==> config.mk <==
export PLATFORM = sky130hd
export DESIGN_NAME = encoder_menu_controller_flat
export DESIGN_NICKNAME = d
export VERILOG_FILES = /design/src/rtl/core/emc_pkg.sv /design/src/rtl/core/emc_if.sv /design/src/rtl/core/emc_rot.sv /design/src/rtl/core/emc_btn.sv /design/src/rtl/core/emc_led.sv /design/src/rtl/core/encoder_menu_controller.sv /design/src/flat_wrapper.sv
export SDC_FILE = /design/constraint.sdc
export NUM_CORES = 1
export LEC_CHECK = 0
export BUFFER_PORTS_ARGS = -buffer_cell sky130_fd_sc_hd__buf_2
export CORE_MARGIN = 2
export CORE_UTILIZATION = 50
export DETAILED_ROUTE_END_ITERATION = 12
export PLACE_DENSITY = 0.65
export SLEW_MARGIN = 20
export SYNTH_ARGS = -nofsm -noshare
export SYNTH_HDL_FRONTEND = slang
export SYNTH_SLANG_ARGS = --single-unit
==> constraint.sdc <==
create_clock -name clk -period 13.4 [get_ports clk]
set_input_delay 3.35 -clock clk [delete_from_list [all_inputs] [get_ports clk]]
set_output_delay 3.35 -clock clk [all_outputs]
set_load 0.05 [all_outputs]
==> src/rtl/core/emc_pkg.sv <==
package emc_pkg;

  localparam int NUM_SETTINGS = 4;

  localparam int CFG_IDX_W  = 3;
  localparam int CFG_DATA_W = 16;

  localparam logic [CFG_IDX_W-1:0] CFG_LONG_PRESS = 3'd0;
  localparam logic [CFG_IDX_W-1:0] CFG_DEBOUNCE   = 3'd1;
  localparam logic [CFG_IDX_W-1:0] CFG_TEMP_MIN   = 3'd2;
  localparam logic [CFG_IDX_W-1:0] CFG_TEMP_MAX   = 3'd3;

  localparam logic [15:0] LONG_PRESS_RST = 16'd2000;
  localparam logic [15:0] DEBOUNCE_RST   = 16'd50;
  localparam logic [7:0]  TEMP_MIN_RST   = 8'd30;
  localparam logic [7:0]  TEMP_MAX_RST   = 8'd250;
  localparam logic [7:0]  SETPOINT_RST   = 8'd100;
  localparam logic [3:0]  INTENSITY_RST  = 4'd5;
  localparam logic [3:0]  INTENSITY_MIN  = 4'd1;
  localparam logic [3:0]  INTENSITY_MAX  = 4'd10;

  localparam logic [1:0] MODE_NORMAL   = 2'd0;
  localparam logic [1:0] MODE_SETTINGS = 2'd1;
  localparam logic [1:0] MODE_EDIT     = 2'd2;

  localparam logic [3:0] SEL_TEMP      = 4'd0;
  localparam logic [3:0] SEL_INTENSITY = 4'd1;
  localparam logic [3:0] SEL_LAST      = 4'(NUM_SETTINGS - 1);

  localparam logic [2:0] SYS_IDLE     = 3'd0;
  localparam logic [2:0] SYS_PAN_DET  = 3'd1;
  localparam logic [2:0] SYS_PREHEAT  = 3'd2;
  localparam logic [2:0] SYS_HEATING  = 3'd3;
  localparam logic [2:0] SYS_COOLDOWN = 3'd4;
  localparam logic [2:0] SYS_FAULT    = 3'd5;

  localparam logic [2:0] FLT_NONE     = 3'd0;
  localparam logic [2:0] FLT_OCP      = 3'd1;
  localparam logic [2:0] FLT_OVERTEMP = 3'd2;
  localparam logic [2:0] FLT_FAN      = 3'd3;
  localparam logic [2:0] FLT_WDT      = 3'd4;

  localparam logic [2:0] PAT_OFF        = 3'd0;
  localparam logic [2:0] PAT_ON         = 3'd1;
  localparam logic [2:0] PAT_BLINK_SLOW = 3'd2;
  localparam logic [2:0] PAT_BLINK_FAST = 3'd3;
  localparam logic [2:0] PAT_DOUBLE     = 3'd4;

  localparam logic TGT_PAN_DETECT = 1'b0;
  localparam logic TGT_COOLDOWN   = 1'b1;

  typedef struct packed {
    logic signed [15:0] encoder_count;
    logic               button_level;
    logic [31:0]        now_ms;
    logic [2:0]         system_state;
    logic [2:0]         fault_code;
  } in_item_t;

  typedef struct packed {
    logic [1:0] ui_mode;
    logic [3:0] selected_item;
    logic [7:0] temp_setpoint;
    logic       temp_write;
    logic [3:0] intensity_level;
    logic       intensity_write;
    logic       force_request;
    logic       force_target;
    logic [2:0] master_pattern;
    logic       ocp_led_on;
    logic       thermal_led_on;
    logic       wdt_led_on;
  } out_item_t;

  typedef struct packed {
    logic [3:0] sel;
    logic [7:0] setpoint;
    logic [3:0] intensity;
    logic       temp_write;
    logic       int_write;
  } rot_res_t;

  typedef struct packed {
    logic [1:0]  mode;
    logic        held;
    logic [31:0] press_start;
    logic        force_req;
    logic        force_tgt;
  } btn_res_t;

  typedef struct packed {
    logic [2:0] master;
    logic       ocp;
    logic       thermal;
    logic       wdt;
  } led_res_t;

endpackage

==> src/rtl/core/emc_if.sv <==
interface emc_in_if;
  logic               valid;
  logic               ready;
  emc_pkg::in_item_t  data;

  modport source (output valid, output data, input ready);
  modport sink   (input valid, input data, output ready);
endinterface

interface emc_out_if;
  logic               valid;
  logic               ready;
  emc_pkg::out_item_t data;

  modport source (output valid, output data, input ready);
  modport sink   (input valid, input data, output ready);
endinterface

==> src/rtl/core/emc_rot.sv <==
module emc_rot (
  input  logic signed [15:0] count,
  input  logic [15:0]        last_count,
  input  logic [1:0]         mode,
  input  logic [3:0]         sel,
  input  logic [7:0]         setpoint,
  input  logic [3:0]         intensity,
  input  logic [7:0]         temp_min,
  input  logic [7:0]         temp_max,
  output emc_pkg::rot_res_t  res
);
  import emc_pkg::*;

  logic [15:0]        raw;
  logic signed [15:0] delta;
  logic signed [21:0] d22;
  logic signed [21:0] x5;
  logic signed [21:0] x50;
  logic signed [21:0] eff;
  logic signed [22:0] tsum;
  logic signed [22:0] tlo;
  logic signed [22:0] thi;
  logic signed [22:0] tclamp;
  logic signed [17:0] isum;
  logic [3:0]         iclamp;
  logic [3:0]         s;
  logic [3:0]         s_up;
  logic [3:0]         s_dn;

  assign raw   = 16'(count) - last_count;
  assign delta = raw;
  assign d22   = {{6{delta[15]}}, delta};
  assign x5    = (d22 <<< 2) + d22;
  assign x50   = (x5 <<< 3) + (x5 <<< 1);

  always_comb begin
    if (delta > 16'sd10 || delta < -16'sd10) begin
      eff = x50;
    end else if (delta > 16'sd5 || delta < -16'sd5) begin
      eff = x5;
    end else begin
      eff = d22;
    end
  end

  // raise to min first, then lower to max
  assign tsum = {eff[21], eff} + {15'd0, setpoint};
  assign tlo  = {15'd0, temp_min};
  assign thi  = {15'd0, temp_max};

  always_comb begin
    tclamp = tsum;
    if (tclamp < tlo) tclamp = tlo;
    if (tclamp > thi) tclamp = thi;
  end

  assign isum = {{2{delta[15]}}, delta} + {14'd0, intensity};

  always_comb begin
    if (isum < $signed({14'd0, INTENSITY_MIN})) begin
      iclamp = INTENSITY_MIN;
    end else if (isum > $signed({14'd0, INTENSITY_MAX})) begin
      iclamp = INTENSITY_MAX;
    end else begin
      iclamp = isum[3:0];
    end
  end

  assign s    = 4'(sel % NUM_SETTINGS);
  assign s_up = (s == SEL_LAST) ? SEL_TEMP : s + 4'd1;
  assign s_dn = (s == SEL_TEMP) ? SEL_LAST : s - 4'd1;

  always_comb begin
    res.sel        = sel;
    res.setpoint   = setpoint;
    res.intensity  = intensity;
    res.temp_write = 1'b0;
    res.int_write  = 1'b0;
    if (delta != 16'sd0) begin
      case (mode)
        MODE_NORMAL: begin
          res.setpoint   = tclamp[7:0];
          res.temp_write = 1'b1;
        end
        MODE_SETTINGS: begin
          res.sel = (delta > 16'sd0) ? s_up : s_dn;
        end
        MODE_EDIT: begin
          if (sel == SEL_TEMP) begin
            res.setpoint   = tclamp[7:0];
            res.temp_write = 1'b1;
          end else if (sel == SEL_INTENSITY) begin
            res.intensity = iclamp;
            res.int_write = 1'b1;
          end
        end
        default: begin
        end
      endcase
    end
  end

endmodule

==> src/rtl/core/emc_btn.sv <==
module emc_btn (
  input  logic              pressed,
  input  logic [31:0]       now_ms,
  input  logic [2:0]        system_state,
  input  logic [1:0]        mode,
  input  logic              held,
  input  logic [31:0]       press_start,
  input  logic [15:0]       long_press_lim,
  input  logic [15:0]       debounce_lim,
  output emc_pkg::btn_res_t res
);
  import emc_pkg::*;

  logic [31:0] dur;
  logic        counted;
  logic        is_long;

  assign dur     = now_ms - press_start;
  assign counted = dur > {16'd0, debounce_lim};
  assign is_long = dur >= {16'd0, long_press_lim};

  always_comb begin
    res.mode        = mode;
    res.held        = held;
    res.press_start = press_start;
    res.force_req   = 1'b0;
    res.force_tgt   = TGT_PAN_DETECT;
    if (pressed && !held) begin
      res.press_start = now_ms;
      res.held        = 1'b1;
    end else if (!pressed && held) begin
      res.held = 1'b0;
      if (counted) begin
        case (mode)
          MODE_NORMAL: begin
            if (is_long) begin
              res.mode = MODE_SETTINGS;
            end else begin
              res.force_req = 1'b1;
              res.force_tgt = (system_state == SYS_IDLE) ? TGT_PAN_DETECT : TGT_COOLDOWN;
            end
          end
          MODE_SETTINGS: res.mode = is_long ? MODE_NORMAL : MODE_EDIT;
          MODE_EDIT:     res.mode = is_long ? MODE_NORMAL : MODE_SETTINGS;
          default: begin
          end
        endcase
      end
    end
  end

endmodule

==> src/rtl/core/emc_led.sv <==
module emc_led (
  input  logic [2:0]        system_state,
  input  logic [2:0]        fault_code,
  output emc_pkg::led_res_t res
);
  import emc_pkg::*;

  always_comb begin
    res.ocp     = 1'b0;
    res.thermal = 1'b0;
    res.wdt     = 1'b0;
    if (system_state == SYS_FAULT || fault_code != FLT_NONE) begin
      res.master = PAT_BLINK_FAST;
      case (fault_code)
        FLT_OCP:      res.ocp     = 1'b1;
        FLT_OVERTEMP: res.thermal = 1'b1;
        FLT_FAN:      res.wdt     = 1'b1;
        FLT_WDT:      res.wdt     = 1'b1;
        default: begin
        end
      endcase
    end else begin
      case (system_state)
        SYS_PAN_DET:  res.master = PAT_BLINK_SLOW;
        SYS_PREHEAT:  res.master = PAT_BLINK_FAST;
        SYS_HEATING:  res.master = PAT_ON;
        SYS_COOLDOWN: res.master = PAT_DOUBLE;
        default:      res.master = PAT_OFF;
      endcase
    end
  end

endmodule

==> src/rtl/core/encoder_menu_controller.sv <==
// Encoder and push-button menu controller for a heater.
// in_if carries one poll tick per item: encoder count, button level, ms
// timestamp, system state and fault code. out_if returns one result item
// per tick: menu mode, selection, setpoint, intensity, write strobes,
// start/stop request and LED patterns.
// cfg_we/cfg_idx/cfg_wdata write the long-press time, debounce time and
// setpoint limits; write only while no item is in flight.
// Path: an accepted tick is held in the input register; its result is then
// registered in the result register and shown on out_if.
// Throughput: one item per cycle when out_if.ready is high; the menu state
// is read and updated between the registers, so consecutive ticks chain.
// Reset (rst_n low, synchronous) empties both registers and restores the
// configuration and menu state to their defaults.
// When out_if.ready is low the result register holds its item, the input
// register fills, and in_if.ready drops until the result is taken.
module encoder_menu_controller (
  input  logic                             clk,
  input  logic                             rst_n,
  emc_in_if.sink                           in_if,
  emc_out_if.source                        out_if,
  input  logic                             cfg_we,
  input  logic [emc_pkg::CFG_IDX_W-1:0]    cfg_idx,
  input  logic [emc_pkg::CFG_DATA_W-1:0]   cfg_wdata
);
  import emc_pkg::*;

  logic [15:0] long_press_r;
  logic [15:0] debounce_r;
  logic [7:0]  temp_min_r;
  logic [7:0]  temp_max_r;

  logic [1:0]  mode_r;
  logic [3:0]  sel_r;
  logic [15:0] last_count_r;
  logic [31:0] press_start_r;
  logic        held_r;
  logic [7:0]  setpoint_r;
  logic [3:0]  intensity_r;

  logic        s1_valid_r;
  in_item_t    s1_data_r;
  logic        out_valid_r;
  out_item_t   out_data_r;

  logic        in_acc;
  logic        advance;
  rot_res_t    rot;
  btn_res_t    btn;
  led_res_t    led;
  out_item_t   res_nxt;

  assign advance      = s1_valid_r && (!out_valid_r || out_if.ready);
  assign in_if.ready  = !s1_valid_r || advance;
  assign in_acc       = in_if.valid && in_if.ready;
  assign out_if.valid = out_valid_r;
  assign out_if.data  = out_data_r;

  emc_rot u_rot (
    .count      (s1_data_r.encoder_count),
    .last_count (last_count_r),
    .mode       (mode_r),
    .sel        (sel_r),
    .setpoint   (setpoint_r),
    .intensity  (intensity_r),
    .temp_min   (temp_min_r),
    .temp_max   (temp_max_r),
    .res        (rot)
  );

  emc_btn u_btn (
    .pressed        (s1_data_r.button_level),
    .now_ms         (s1_data_r.now_ms),
    .system_state   (s1_data_r.system_state),
    .mode           (mode_r),
    .held           (held_r),
    .press_start    (press_start_r),
    .long_press_lim (long_press_r),
    .debounce_lim   (debounce_r),
    .res            (btn)
  );

  emc_led u_led (
    .system_state (s1_data_r.system_state),
    .fault_code   (s1_data_r.fault_code),
    .res          (led)
  );

  always_comb begin
    res_nxt.ui_mode         = btn.mode;
    res_nxt.selected_item   = rot.sel;
    res_nxt.temp_setpoint   = rot.setpoint;
    res_nxt.temp_write      = rot.temp_write;
    res_nxt.intensity_level = rot.intensity;
    res_nxt.intensity_write = rot.int_write;
    res_nxt.force_request   = btn.force_req;
    res_nxt.force_target    = btn.force_tgt;
    res_nxt.master_pattern  = led.master;
    res_nxt.ocp_led_on      = led.ocp;
    res_nxt.thermal_led_on  = led.thermal;
    res_nxt.wdt_led_on      = led.wdt;
  end

  always_ff @(posedge clk) begin
    if (!rst_n) begin
      long_press_r <= LONG_PRESS_RST;
      debounce_r   <= DEBOUNCE_RST;
      temp_min_r   <= TEMP_MIN_RST;
      temp_max_r   <= TEMP_MAX_RST;
    end else if (cfg_we) begin
      case (cfg_idx)
        CFG_LONG_PRESS: long_press_r <= cfg_wdata[15:0];
        CFG_DEBOUNCE:   debounce_r   <= cfg_wdata[15:0];
        CFG_TEMP_MIN:   temp_min_r   <= cfg_wdata[7:0];
        CFG_TEMP_MAX:   temp_max_r   <= cfg_wdata[7:0];
        default: begin
        end
      endcase
    end
  end

  always_ff @(posedge clk) begin
    if (!rst_n) begin
      mode_r        <= MODE_NORMAL;
      sel_r         <= SEL_TEMP;
      last_count_r  <= 16'd0;
      press_start_r <= 32'd0;
      held_r        <= 1'b0;
      setpoint_r    <= SETPOINT_RST;
      intensity_r   <= INTENSITY_RST;
    end else if (advance) begin
      mode_r        <= btn.mode;
      sel_r         <= rot.sel;
      last_count_r  <= 16'(s1_data_r.encoder_count);
      press_start_r <= btn.press_start;
      held_r        <= btn.held;
      setpoint_r    <= rot.setpoint;
      intensity_r   <= rot.intensity;
    end
  end

  always_ff @(posedge clk) begin
    if (!rst_n) begin
      s1_valid_r  <= 1'b0;
      out_valid_r <= 1'b0;
    end else begin
      if (in_acc) begin
        s1_valid_r <= 1'b1;
      end else if (advance) begin
        s1_valid_r <= 1'b0;
      end
      if (advance) begin
        out_valid_r <= 1'b1;
      end else if (out_if.ready) begin
        out_valid_r <= 1'b0;
      end
    end
  end

  always_ff @(posedge clk) begin
    if (in_acc) begin
      s1_data_r <= in_if.data;
    end
    if (advance) begin
      out_data_r <= res_nxt;
    end
  end

  a_intensity_range: assert property (@(posedge clk) disable iff (!rst_n)
    intensity_r >= INTENSITY_MIN && intensity_r <= INTENSITY_MAX)
    else $error("intensity out of range");

  a_force_in_normal: assert property (@(posedge clk) disable iff (!rst_n)
    out_valid_r && out_data_r.force_request |-> out_data_r.ui_mode == MODE_NORMAL)
    else $error("start/stop request outside normal mode");

  a_single_write: assert property (@(posedge clk) disable iff (!rst_n)
    out_valid_r |-> !(out_data_r.temp_write && out_data_r.intensity_write))
    else $error("setpoint and intensity written by one item");

  a_stage_drain: assert property (@(posedge clk) disable iff (!rst_n)
    advance && !in_acc |=> !s1_valid_r)
    else $error("input register kept an item it already passed on");

  a_stage_move: assert property (@(posedge clk) disable iff (!rst_n)
    advance |=> out_valid_r)
    else $error("processed item lost before result register");

endmodule
==> src/flat_wrapper.sv <==
// flat-port wrapper written by rule: the top's interface ports become plain ports
module encoder_menu_controller_flat import emc_pkg::*;
  (clk, rst_n, cfg_we, cfg_idx, cfg_wdata, in_if_valid, in_if_data, in_if_ready, out_if_valid, out_if_data, out_if_ready);
  emc_in_if in_if_i ();
  emc_out_if out_if_i ();
  input  logic clk;
  input  logic rst_n;
  input  logic cfg_we;
  input  logic [emc_pkg::CFG_IDX_W-1:0] cfg_idx;
  input  logic [emc_pkg::CFG_DATA_W-1:0] cfg_wdata;
  input wire logic [$bits(in_if_i.valid)-1:0] in_if_valid;
  input wire logic [$bits(in_if_i.data)-1:0] in_if_data;
  output wire logic [$bits(in_if_i.ready)-1:0] in_if_ready;
  output wire logic [$bits(out_if_i.valid)-1:0] out_if_valid;
  output wire logic [$bits(out_if_i.data)-1:0] out_if_data;
  input wire logic [$bits(out_if_i.ready)-1:0] out_if_ready;
  assign in_if_i.valid = in_if_valid;
  assign in_if_i.data = in_if_data;
  assign in_if_ready = in_if_i.ready;
  assign out_if_valid = out_if_i.valid;
  assign out_if_data = out_if_i.data;
  assign out_if_i.ready = out_if_ready;
  encoder_menu_controller u_core (.clk(clk), .rst_n(rst_n), .in_if(in_if_i), .out_if(out_if_i), .cfg_we(cfg_we), .cfg_idx(cfg_idx), .cfg_wdata(cfg_wdata));
endmodule
==> key figures, run 1 <==
Global route
  – Number of global-route vias before repair: 12074
  – Antenna violations before repair: 0
  – Global routing met2 resource utilization: 0.399
  – Tot GR Track Use: 0.233
  – Layer with the highest usage: met2
  – GR Layer Usage met3: 0.0290
  – Remaining Overflow, GRT: 0
  – M1 GR Usage: 0.306
  – Maximum number of pins on one net before global-route repair: 86
  – First-pass GRT wire length: 58.9 mm

Logic synthesis
  – Syn nets: 1987
  – Mean post-synth cell area: 8.38 sq um
  – Sequential-to-total area share from yosys stat: 0.328
  – Cell area after technology mapping: 14700 sq um
  – Main synth FF type: dfxtp_1
  – Most instantiated cells after synthesis: nand2_1, a21oi_1, inv_1
  – Dominant cell type by area after synthesis: edfxtp_1
  – Post-synthesis sequential element count: 200
  – Cell with the most instances after synthesis: nand2_1
  – Synth async-reset ratio: 0
  – Synth top area cells: edfxtp_1, dfxtp_1, ha_1
  – Netlist cell types: 97
  – EDFF count, synth: 83
  – Share of the synthesized area in the top cell type: 0.169
  – Gate count of the mapped netlist: 1758
  – Yosys warning count: 0

Detailed routing
  – Antenna-violating nets left: 0
  – Violation count after the first detailed-route iteration: 781
  – Routed len/inst: 16.0 um
  – Count of TritonRoute iterations in the first routing pass: 5
  – DRC violations left: 0
  – Via density per instance: 5.70
  – Post-detailed-routing wire length: 35.6 mm
  – Via total after detailed routing: 12719

Status
  – Status: finished, final reports clean

Timing
  – Final setup violating endpoints: 0
  – Highest attainable clock frequency: 0.0919 GHz
  – Period utilisation layout: 0.812
  – Total count of max-transition violations in the final report: 0
  – Final total negative setup slack: 0 ns
  – Normalized max-slew margin: 0.332
  – Transition time at the pin with the least slew margin: 1.00 ns
  – RSZ-0062 raised after global routing: false
  – Worst hold slack: 0.452 ns
  – Final clock skew: 0.0171 ns
  – Clock period minus final worst setup slack: 10.88 ns
  – Final hold violations: 0

Placed design
  – Post-detailed-placement half-perimeter wirelength: 27.1 mm
  – Buffers added on ports: 108
  – Final weighted congestion in routability-driven placement: 0.883

Floorplanning
  – Width of the die: 176 um
  – DIE AREA: 30800 sq um
  – I/O pin cnt: 109
  – Standard-cell rows: 62
  – CORE AREA: 28900 sq um
  – Die Height: 176 um
  – Initial standard-cell utilization of the core: 0.510

Worst setup path
  – Critical path data arrival time: 11.05 ns
  – Crit Path Max Fanout: 28
  – Master of the slowest instance on the critical path: o41ai_4
  – Capturing element type of the critical path: flop
  – Worst Setup Start Kind: flop
  – Reg2Reg Setup Slack: 2.52 ns
  – Data required time of the critical path: 13.57 ns
  – Worst path max stage delay: 0.79 ns
  – Type of the setup path with the least slack: flop to flop

Clock network
  – Number of clock buffers inserted by TritonCTS: 17
  – Clock root buffer: clkbuf_16
  – Clock-pin slew reported for the worst setup and hold paths after clock tree synthesis: 0.08 ns
  – CTS tree: yes
  – Number of gates resized after CTS: 0
  – Maximum level of the CTS H-tree: 4
  – CTS sink cnt: 200
  – Clock latency on the worst-skew pair: 0.44 ns
  – Total setup buffers inserted after CTS: 0
  – Number of buffers on the longest clock path: 2
  – Hold-fix buffers at CTS: 0

Final layout
  – Utilization after layout: 0.562
  – Count of inserted antenna diode cells: 0
  – Total number of nets in the final design: 2063
  – Layout cell share with drive strength beyond 1: 0.106
  – Area grow syn2layout: 10.1%

Pwr
  – IR drop worst, VDD: 0.145 mV
  – PD cells: 209 nW/um^2
  – Leakage power: 6.53 nW

Hold path
  – Hold WC Path Type: flop to flop

Job
  – Max cap viols: 0
==> logic make-up after synthesis <==
kind of cell | Yosys count | synth area share
AOI/OAI and AO/OA | 495 | 0.221
buffers and inverters | 213 | 0.0564
adders and majority gates | 151 | 0.131
DFF | 200 | 0.328
xor gates and xnor gates | 68 | 0.0414
and+or+nand+nor | 592 | 0.194
muxes | 39 | 0.0278
==> worst max-delay path: cells and delay by family (launching register included) <==
kind | cells | cell delay [ns]
AOI/OAI and AO/OA | 24 | 4.63
xor gates and xnor gates | 1 | 0.56
adders and majority gates | 6 | 1.95
buffers and inverters | 5 | 0.55
DFF | 1 | 0.34
muxes | 2 | 0.62
and+or+nand+nor | 12 | 1.95
==> through the flow <==
stage          setup slack (ns)  cells  area [sq um]  power, mW
2_1_floorplan              3.66   1758         14700       2.40
3_3_place_gp               2.94   2199         15600       2.79
3_5_place_dp               2.65   2199         15600       2.81
4_1_cts                    2.58   2230         16200       3.40
5_1_grt                    1.56   2230         16200       3.68
6_report                   2.52   2230         16200       3.39
==> power breakdown <==
| part | internal [mW] | switching, mW |
|---|---|---|
| logic | 0.895 | 1.22 |
| registers | 0.682 | 0.0231 |
| clock network | 0.324 | 0.246 |
| total | 1.90 | 1.49 |
==> per-layer routing <==
layer  vias up  wire length [um]  share of wire
met5         -                 0              0
met4         0               820          0.023
met3        52              1200          0.034
met2       239             17300           0.49
met1      5988             16300           0.46
li1       6440                 -              -
==> path summary, 6_finish.rpt <==
kind | cells past startpoint | startpoint | endpoint
setup reg to reg | 50 | u_core.s1_data_r[39] | u_core.out_if.data[15]
hold / removal | 2 | u_core.press_start_r[17] | u_core.press_start_r[17]
setup / recovery | 50 | u_core.s1_data_r[39] | u_core.out_if.data[15]
hold reg to reg | 2 | u_core.press_start_r[17] | u_core.press_start_r[17]
==> placed cells by master, fill, tap and decap left out, types with 33 or more instances in the layout <==
master    synthesis  routed
o21ai_0          71      71
xnor2_1          43      43
buf_2             7     108
a21oi_1         160     160
nor2b_1          35      35
ha_1            144     144
nand2_1         263     263
edfxtp_1         83      83
dfxtp_1         117     117
inv_1           148     148
nor2_1           91      91
nor3_1           34      33
o211ai_1         35      35
a21o_1           45      45
==> layout make-up <==
| type | instances | area (sq um) |
|---|---|---|
| inverter | 153 | 574 |
| clock buffer | 18 | 439 |
| clock inverter | 13 | 215 |
| sequential | 200 | 4830 |
| fill | 2725 | 12600 |
| tap | 384 | 480 |
| timing repair buffer | 117 | 608 |
| multi-input combinational | 1345 | 9070 |
==> state kept, by name, indices dropped and copies added (netlist names), 4 cells and up <==
name,cells
u_core.debounce_r,16
u_core.intensity_r,4
u_core.last_count_r,16
u_core.long_press_r,16
u_core.out_if.data,28
u_core.press_start_r,32
u_core.s1_data_r,55
u_core.sel_r,4
u_core.setpoint_r,8
u_core.temp_max_r,8
u_core.temp_min_r,8
(Power assumes the default switching activity.)
==> inputs of run 2 (changes only) <==
Settings changed: ABC_AREA set to 1, PLACE_DENSITY 0.65 to 0.68.
Clock period 13.4 ns to 9.9 ns, I/O delays scaled along.
==> key figures, run 2 <==
Worst setup path
  – Worst flop-to-flop path startpoint: u_core.s1_data_r[41]
  – Type of the setup path with the least slack: flop to flop
  – Master of the slowest instance on the critical path: ha_1
  – Most frequent cell on the critical path: nand2_1
  – Critical path data arrival time: 9.25 ns (-1.80 ns)
  – Crit Path Max Fanout: 11 (-61%)
  – Register-to-Register Path Depth: 58 (+16%)
  – Capturing element type of the critical path: flop
  – Delay-heaviest family, CP: simple AND/OR/NAND/NOR gates
  – Worst path max stage delay: 0.44 ns (-0.35 ns)
  – Number of buffer and inverter stages on the critical path: 1 (-4)
  – Reg-to-Reg End: u_core.out_if.data[15]
  – Data required time of the critical path: 10.11 ns (-3.46 ns)
  – Crit. path cell count: 58 (+16%)
  – Worst Setup Start Kind: flop
  – Reg2Reg Setup Slack: 0.86 ns (-1.66 ns)

Logic synthesis
  – Netlist cell types: 60 (-38%)
  – Gate count of the mapped netlist: 2041 (+16%)
  – Share of the synthesized area in the top cell type: 0.167 (-0.00221)
  – Cell with the most instances after synthesis: nand2_1
  – Syn nets: 2270 (+14%)
  – Cell area after technology mapping: 14900 sq um (+1.3%)
  – EDFF count, synth: 83 (unchanged)
  – Dominant cell type by area after synthesis: edfxtp_1
  – Yosys warning count: 0 (unchanged)
  – Main synth FF type: dfxtp_1
  – Mean post-synth cell area: 7.31 sq um (-13%)
  – Most instantiated cells after synthesis: nand2_1, inv_1, a21oi_1
  – Sequential-to-total area share from yosys stat: 0.324 (-0.00430)
  – Post-synthesis sequential element count: 200 (unchanged)
  – Synth top area cells: edfxtp_1, dfxtp_1, ha_1
  – Synth async-reset ratio: 0 (unchanged)

Clock network
  – CTS tree: yes
  – CTS sink cnt: 200 (unchanged)
  – Clock-pin slew reported for the worst setup and hold paths after clock tree synthesis: 0.09 ns (about the same)
  – Clock latency on the worst-skew pair: 0.45 ns (about the same)
  – Number of clock buffers inserted by TritonCTS: 17 (unchanged)
  – Clock root buffer: clkbuf_16
  – Maximum level of the CTS H-tree: 4 (unchanged)
  – Number of buffers on the longest clock path: 2 (unchanged)

Status
  – Status: finished, final reports clean

Final layout
  – Seq. cell area: 4830 sq um (unchanged)
  – Number of flip-flops under the largest register name: 55 (unchanged)
  – Commonest cells after routing, fill and taps aside: nand2_1, inv_1, a21oi_1, o21ai_0, ha_1
  – Reg with most FFs: u_core.s1_data_r
  – Area grow syn2layout: 10.6%
  – Post-route insts no fill: 2545 (+14%)
  – Total number of nets in the final design: 2371 (+15%)
  – Layout cell share with drive strength beyond 1: 0.116 (+0.00983)
  – Most common library cell in the layout ignoring fill and taps: nand2_1
  – Footprint of the multi-input gates: 8670 sq um (-4.3%)
  – Count of inserted antenna diode cells: 0 (unchanged)
  – Fill count: 2786 (+2.2%)

Global route
  – Antenna violations before repair: 0 (unchanged)
  – Tot GR Track Use: 0.235 (+0.00230)
  – First-pass GRT wire length: 59.7 mm (+1.3%)
  – Maximum number of pins on one net before global-route repair: 67 (-22%)
  – Number of global-route vias before repair: 12554 (+4.0%)
  – Remaining Overflow, GRT: 0 (unchanged)

Floorplanning
  – Width of the die: 177 um (+0.65%)
  – CORE AREA: 29500 sq um (+2.2%)
  – Die Height: 177 um (+0.65%)
  – I/O pin cnt: 109 (unchanged)
  – Initial standard-cell utilization of the core: 0.506 (-0.00416)
  – Standard-cell rows: 63 (+1.6%)
  – DIE AREA: 31200 sq um (+1.3%)

Timing
  – Final clock skew: 0.0186 ns (+0.00144 ns)
  – Final hold violations: 0 (unchanged)
  – Transition time at the pin with the least slew margin: 0.893 ns (-0.109 ns)
  – Total count of max-transition violations in the final report: 0 (unchanged)
  – Final total negative setup slack: 0 ns (unchanged)
  – Highest attainable clock frequency: 0.111 GHz (+20%)
  – PnR worst setup slack: 0.857 ns (-1.66 ns)
  – Normalized max-slew margin: 0.405 (+0.0729)
  – Period utilisation layout: 0.913 (+0.101)
  – Clock period minus final worst setup slack: 9.04 ns (-1.84 ns)
  – Final setup violating endpoints: 0 (unchanged)

Placed design
  – Post-detailed-placement half-perimeter wirelength: 28.4 mm (+5.0%)
  – Final weighted congestion in routability-driven placement: 0.906 (+2.6%)
  – Pre-CTS setup slack: 0.765 ns (-1.88 ns)
  – Cells after DPL: 2510 (+14%)
  – Buffers added on ports: 108 (unchanged)

Pwr
  – Leakage power: 7.73 nW (+18%)
  – Power, Total: 4.99 mW (+47%)
  – IR drop worst, VDD: 0.223 mV (+54%)
  – PD cells: 302 nW/um^2 (+44%)

Detailed routing
  – Top routing layer in use: met4
  – Met3 wire len: 1.47 mm (+23%)
  – Antenna-violating nets left: 0 (unchanged)
  – Routed length on met2: 17.0 mm (-2.1%)
  – Count of TritonRoute iterations in the first routing pass: 5 (unchanged)
  – Via total after detailed routing: 13507 (+6.2%)
  – Post-detailed-routing wire length: 35.9 mm (+0.68%)
  – Wire length on met1: 16.9 mm (+3.6%)
  – Violation count after the first detailed-route iteration: 835 (+6.9%)
  – Routed len/inst: 14.1 um (-12%)
  – DRC violations left: 0 (unchanged)
  – Via density per instance: 5.31 (-6.9%)

Hold path
  – Hold WC Path Type: flop to flop
  – Hold Path Cell Cnt: 2 (unchanged)
  – Launch instance of the worst min-delay path: u_core.press_start_r[2]
  – Worst-case hold path end point: u_core.press_start_r[2]

Job
  – Max cap viols: 0 (unchanged)
[run 2: cell types whose count changed in the layout (fill, tap and decap cells not counted), sizes merged, moves of 22 or more]
cell and delta:
nor2 +48, mux2i -27, a21oi +35, nand3 +106, nand2 +200, xnor2 -27
inv +188, a21o -42, nor2b -35, o21ai +63, nand2b -22
[run 2: per-stage QoR]
step | instance area, sq um | hold slack, ns | utilization
6_report | 16500 | 0.460 | 0.560
4_1_cts | 16500 | 0.463 | 0.558
3_5_place_dp | 15800 | 0.451 | 0.537
5_1_grt | 16500 | 0.482 | 0.560
3_3_place_gp | 15800 | 0.443 | 0.537
2_1_floorplan | 14900 | 0.433 | -
[run 2: worst max-delay path by stage]
stage	start	to	slack [ns]
floorplan	u_core.s1_data_r[39]	u_core.out_if.data[16]	1.68
global placement	u_core.s1_data_r[39]	u_core.out_if.data[16]	0.96
detailed placement	u_core.s1_data_r[39]	u_core.out_if.data[16]	0.77
CTS	u_core.s1_data_r[39]	u_core.setpoint_r[0]	0.74
global route	u_core.s1_data_r[41]	u_core.setpoint_r[0]	-0.007
finish	u_core.s1_data_r[41]	u_core.out_if.data[15]	0.86
[run 2: power breakdown]
group	switching (mW)	total (mW)	internal, mW
Combinational	2.18	3.31	1.13
Clock	0.375	0.723	0.348
Sequential	0.0274	0.953	0.926
Total	2.58	4.99	2.41
[run 2: routing by layer]
metal / vias up / track usage
li1: 6998 / -
met1: 6189 / 0.313
met2: 286 / 0.403
met3: 34 / 0.0329
met4: 0 / 0.0582
met5: - / 0
[run 2: cell families after synthesis]
group,after synthesis,synth area share
adders and majority gates,150,0.129
buffers and inverters,375,0.0967
xor gates and xnor gates,56,0.0346
DFF,200,0.324
and+or+nand+nor,819,0.250
AOI/OAI and AO/OA,441,0.165
[run 2: repair_timing]
action,4_1_cts,5_1_grt
setup buffers,0,3
hold buffers,0,0
endpoints found under the setup margin,0,16
gates resized for setup,0,10
[run 2: cell type report]
cell class | count | area share
clock buffers | 17 | 0.0258
clock inverters | 15 | 0.0114
inverters | 337 | 0.0768
multi-input cells | 1466 | 0.525
flip-flops and latches | 200 | 0.293
well taps | 390 | 0.0296
repair buffers | 120 | 0.0382
[run 2: worst reg2reg max path: cells and delay by family (launching register included)]
family / cells / cell delay (ns)
buf+inv: 1 / 0.09
fa+ha+maj: 5 / 1.58
xor+xnor: 1 / 0.43
compound gates: 15 / 2.17
simple gates: 36 / 4.15
flops: 1 / 0.41
